File: src/rtl/acpc_pkg.sv
`default_nettype none

package acpc_pkg;

  localparam int NODES_DEF    = 1024;
  localparam int ALPHABET_DEF = 26;

  localparam int KIND_W   = 2;
  localparam int LETTER_W = 5;
  localparam int TOTAL_W  = 48;
  localparam int MATCH_W  = 32;
  localparam int END_W    = 16;

  typedef enum logic [KIND_W-1:0] {
    KIND_PAT_LETTER = 2'd0,
    KIND_PAT_END    = 2'd1,
    KIND_TXT_LETTER = 2'd2,
    KIND_TXT_END    = 2'd3
  } kind_e;

  // one datapath operation per cycle
  typedef enum logic [4:0] {
    OP_NONE,
    OP_CLEAR,
    OP_ACCEPT,
    OP_TE,
    OP_PL_RD,
    OP_PL_WR,
    OP_PE_RD,
    OP_PE_WR,
    OP_TL_RD,
    OP_TL_M,
    OP_TL_ADD,
    OP_RB_INIT,
    OP_RB_POP,
    OP_RB_U,
    OP_RB_FU,
    OP_RB_C,
    OP_RB_C2,
    OP_RB_C3
  } op_e;

  typedef struct packed {
    op_e op;
  } cmd_t;

  typedef struct packed {
    logic clr_last;
    logic let_ok;
    logic drop;
    logic q_empty;
    logic child_zero;
    logic c_last;
    logic out_busy;
  } stat_t;

endpackage

`default_nettype wire

File: src/rtl/acpc_ctrl.sv
`default_nettype none

module acpc_ctrl import acpc_pkg::*; (
  input  wire logic              clk_i,
  input  wire logic              rst_ni,
  input  wire logic              in_valid_i,
  input  wire logic [KIND_W-1:0] kind_i,
  output logic                   in_stall_o,
  input  wire stat_t             stat_i,
  output cmd_t                   cmd_o
);

  typedef enum logic [3:0] {
    S_CLR, S_IDLE, S_PL_RD, S_PL_WR, S_PE_RD, S_PE_WR, S_TL_RD, S_TL_M, S_TL_ADD,
    S_RB_INIT, S_RB_POP, S_RB_U, S_RB_FU, S_RB_C, S_RB_C2, S_RB_C3
  } state_e;

  state_e state_q, state_d;
  logic   accept;

  always_comb begin
    in_stall_o = (state_q != S_IDLE) ||
                 ((kind_i == KIND_TXT_END) && stat_i.out_busy);
    accept     = in_valid_i && !in_stall_o;
  end

  always_comb begin
    state_d    = state_q;
    cmd_o.op   = OP_NONE;
    case (state_q)
      S_CLR: begin
        cmd_o.op = OP_CLEAR;
        if (stat_i.clr_last) state_d = S_IDLE;
      end
      S_IDLE: begin
        if (accept) begin
          cmd_o.op = OP_ACCEPT;
          case (kind_i)
            KIND_PAT_LETTER: state_d = S_PL_RD;
            KIND_PAT_END:    state_d = S_PE_RD;
            KIND_TXT_LETTER: state_d = S_TL_RD;
            default:         cmd_o.op = OP_TE;
          endcase
        end
      end
      S_PL_RD: begin
        if (!stat_i.let_ok || stat_i.drop) begin
          state_d = S_IDLE;
        end else begin
          cmd_o.op = OP_PL_RD;
          state_d  = S_PL_WR;
        end
      end
      S_PL_WR: begin
        cmd_o.op = OP_PL_WR;
        state_d  = S_IDLE;
      end
      S_PE_RD: begin
        cmd_o.op = OP_PE_RD;
        state_d  = S_PE_WR;
      end
      S_PE_WR: begin
        cmd_o.op = OP_PE_WR;
        state_d  = S_RB_INIT;
      end
      S_TL_RD: begin
        if (!stat_i.let_ok) begin
          state_d = S_IDLE;
        end else begin
          cmd_o.op = OP_TL_RD;
          state_d  = S_TL_M;
        end
      end
      S_TL_M: begin
        cmd_o.op = OP_TL_M;
        state_d  = S_TL_ADD;
      end
      S_TL_ADD: begin
        cmd_o.op = OP_TL_ADD;
        state_d  = S_IDLE;
      end
      S_RB_INIT: begin
        cmd_o.op = OP_RB_INIT;
        state_d  = S_RB_POP;
      end
      S_RB_POP: begin
        if (stat_i.q_empty) begin
          state_d = S_IDLE;
        end else begin
          cmd_o.op = OP_RB_POP;
          state_d  = S_RB_U;
        end
      end
      S_RB_U: begin
        cmd_o.op = OP_RB_U;
        state_d  = S_RB_FU;
      end
      S_RB_FU: begin
        cmd_o.op = OP_RB_FU;
        state_d  = S_RB_C;
      end
      S_RB_C: begin
        cmd_o.op = OP_RB_C;
        state_d  = S_RB_C2;
      end
      S_RB_C2: begin
        cmd_o.op = OP_RB_C2;
        if (!stat_i.child_zero) state_d = S_RB_C3;
        else if (stat_i.c_last) state_d = S_RB_POP;
        else                    state_d = S_RB_C;
      end
      S_RB_C3: begin
        cmd_o.op = OP_RB_C3;
        state_d  = stat_i.c_last ? S_RB_POP : S_RB_C;
      end
      default: state_d = S_IDLE;
    endcase
  end

  always_ff @(posedge clk_i or negedge rst_ni) begin
    if (!rst_ni) begin
      state_q <= S_CLR;
    end else begin
      state_q <= state_d;
    end
  end

endmodule

`default_nettype wire

File: config.mk
export PLATFORM = sky130hd
export DESIGN_NAME = acpc_ctrl
export DESIGN_NICKNAME = d
export VERILOG_FILES = /design/src/rtl/acpc_pkg.sv /design/src/rtl/acpc_ctrl.sv
export SDC_FILE = /design/constraint.sdc
export NUM_CORES = 1
export LEC_CHECK = 0
export BUFFER_PORTS_ARGS = -buffer_cell sky130_fd_sc_hd__clkbuf_2
export CELL_PAD_IN_SITES_DETAIL_PLACEMENT = 1
export CELL_PAD_IN_SITES_GLOBAL_PLACEMENT = 1
export CORE_AREA = 2 2 43 45
export DETAILED_ROUTE_END_ITERATION = 6
export DIE_AREA = 0 0 45 47
export PLACE_DENSITY_LB_ADDON = 0.08
export SLEW_MARGIN = 20
export SYNTH_ARGS = -nofsm -noshare
export SYNTH_HDL_FRONTEND = slang
export SYNTH_SLANG_ARGS = --single-unit
File: constraint.sdc
create_clock -name clk_i -period 1.4 [get_ports clk_i]
set_input_delay 0.21 -clock clk_i [delete_from_list [all_inputs] [get_ports clk_i]]
set_output_delay 0.21 -clock clk_i [all_outputs]
set_load 0.1 [all_outputs]
==> summary.md <==
| Metric | Value |
|---|---|
| Fill cell count | `185` |
| Vias | `623` |
| Max-cap viol count | `0` |
| Max-slew violation count | `0` |
| WL/cell | `14.24 um` |
| GP Congestion | `0.7854` |
| Final cell count without fillers | `119` |
| HP Class | `in2async` |
| Syn Nets | `83` |
| CP Class | `reg2out` |
| Setup TNS | `-0.8723 ns` |
| Clock transition at path regs | `0.04 ns` |
| Peak supply drop | `0.001466 V` |
| CTS Buf Count | `3` |
| Slew headroom | `80.21%` |
| I/O pin total | `18` |
| # clock sinks | `4` |
| Max Clock Skew | `0.0003694 ns` |
| Dpl cells | `111` |
| Synth cell types | `30` |
| Clk Latency, worst-skew pair | `0.23 ns` |
| Sequential fraction of the synthesis area | `20.00%` |
| Wirelength, routed | `1.694 mm` |
| Maximum number of pins on one net before global-route repair | `10` |
| P&R area growth vs syn | `98.50%` |
| Area of the mapped netlist | `500.5 um2` |
| Crit path required time | `1.19 ns` |
| Reg2Reg Depth | `5` |
| Crit path capture type | `output pin` |
| Vias in the first global route | `660` |
| Syn avg cell area | `7.360 um2` |
| Clock Root Buffer | `clkbuf_4` |
| First-pass GRT wire length | `2.808 mm` |
| Status | `finished, violations left` |
| GRT Resource Usage Total | `18.45%` |
| Number of I/O port buffers | `17` |
| Layout cells sized above 1 | `59.80%` |
| Final setup margin | `-0.2058 ns` |
| DRT Pass-1 Iters | `2` |
| DR vias/cell | `5.235` |
| Pleak | `0.4459 nW` |
| Row count | `15` |
| Final hold viol count | `0` |
| Initial Utilization | `30.30%` |
| Die Wd | `45 um` |
| Part of the cycle the worst path needs | `114.7%` |
| Initial antenna violation count | `0` |
| Max Clock Freq | `0.6227 GHz` |
| Pwr Density | `2598 mW/mm2` |
| Total chip power | `0.002581 W` |
| Unrepaired setup endpoints after global routing | `true` |
| Commonest non-fill, non-tap cells in the layout | `buf_4, clkbuf_2, inv_1` |
| DR iter-0 viols | `5` |
| Synth Warn # | `0` |
| Final min period | `1.606 ns` |
| Startpoint Class | `register` |
| Dpl hpwl | `1.330 mm` |
| Post-layout nets | `119` |
| Crit path DAT | `1.40 ns` |
| # H-tree levels | `1` |
| Antenna Violating Nets Remaining | `0` |
| CTS Buffer Depth | `2` |
| Largest Register | `state_q` |
| Slew at the pin with the worst max-slew slack | `0.2937 ns` |
| Failing checks | `negative setup slack` |
| Largest register FFs | `4` |
| Yosys reg bits | `4` |
| Total gr overflow | `0` |
| Core area | `0.001652 mm2` |
| Most common cell after layout, fill and taps aside | `buf_4` |
| Die Span Y | `47 um` |
| Synthesized instance count | `68` |
| Design Area, Final | `993.5 um2` |
| Inserted Diodes | `0` |
| Number of remaining DRC errors | `0` |
| Die footprint | `0.002115 mm2` |
| Placed Area | `833.3 um2` |
| Largest regs | `state_q x4` |
| # setup viols final | `6` |
| Critical path fanouts, max | `7` |
| R2R setup slack | `0.01 ns` |
| CTS tree | `yes` |
kinds of logic (layout without fill, tap and decap cells):
logic type               Yosys count  after routing  synth area share [%]
flip-flops                         4              4                 20.00
AND/OR/NAND/NOR                   25             25                 25.00
buffers and inverters             12             46                 11.75
adder cells (fa/ha/maj)            3              3                 7.501
AO/OA/AOI/OAI                     24             24                 35.75
final timing paths:
check                                start    endpoint
worst min-delay path                rst_ni  state_q[2]
worst max register to register  state_q[3]  state_q[1]
min in group clk_i               stat_i[5]  state_q[1]
worst max-delay path            state_q[0]    cmd_o[2]
worst min register to register  state_q[0]  state_q[2]
max in group asynchronous           rst_ni  state_q[1]
power by group:
part	total, W	switching, W	internal, W
sequential	0.000247	0.0000790	0.000168
combinational	0.00220	0.00126	0.000939
clock	0.000137	0.0000414	0.0000955
total	0.00258	0.00138	0.00120
metrics by stage:
stage,setup slack (ns),hold slack [ns],util [%]
6_report,-0.2058,0.3173,60.15
5_1_grt,-0.2478,0.3335,60.15
4_1_cts,-0.2195,0.3132,54.02
2_1_floorplan,-0.4398,-0.08559,-
3_3_place_gp,-0.02175,0.01888,50.45
3_5_place_dp,-0.1003,0.01946,50.45
synthesized netlist by cell type (all sizes together):
cell	n	share of area, %
buf	4	5.8
a21oi	7	7.0
o221ai	1	1.8
o211ai	1	1.5
nor3	3	3.0
nor2	8	6.0
nand3b	1	1.5
inv	7	5.3
o311ai	1	1.8
or4	1	2.2
a41oi	1	3.3
a211o	1	1.8
or3b	1	1.8
o21a	2	3.0
and3	1	1.3
nor2b	2	2.5
a22oi	1	1.5
o211a	1	2.0
o22a	1	1.8
o21ai	2	2.0
dfrtp	4	20
o2111ai	3	5.3
nand3	3	3.0
ha	3	7.5
a32oi	1	1.8
o21bai	1	1.5
nand2	5	3.8
clkbuf	1	0.75
worst max-delay path, cell delays in order, from the launching register on:
cell	delay, ns
dfrtp_2	0.45
buf_4	0.16
o311ai_4	0.27
o21ai_2	0.11
buf_12	0.18
final cells by class:
cell class / instances / area [um2] / share of cell area [%]
tap: 17 / 21.27 / 2.141
inverter: 7 / 26.28 / 2.645
sequential: 4 / 103.9 / 10.45
clock buffer: 3 / 22.52 / 2.267
multi-input combinational: 52 / 484.2 / 48.74
timing repair buffer: 36 / 335.3 / 33.75
per-layer routing:
layer / track usage [%] / vias to the layer above / share of wire, %
li1: - / 317 / -
met1: 21.30 / 295 / 44
met2: 36.00 / 11 / 53
met3: 2.692 / 0 / 2.7
met4: 3.529 / 0 / 0
met5: 0 / - / 0
what timing repair did:
item,in CTS,in global routing
hold buffers,1,0
endpoints found under the hold margin,4,0
setup endpoints to repair,7,9
setup buffers,0,4
gates resized for setup,8,16
pin swaps,2,5
cloned,0,0
Note: power is estimated with default switching activity, not from simulation.
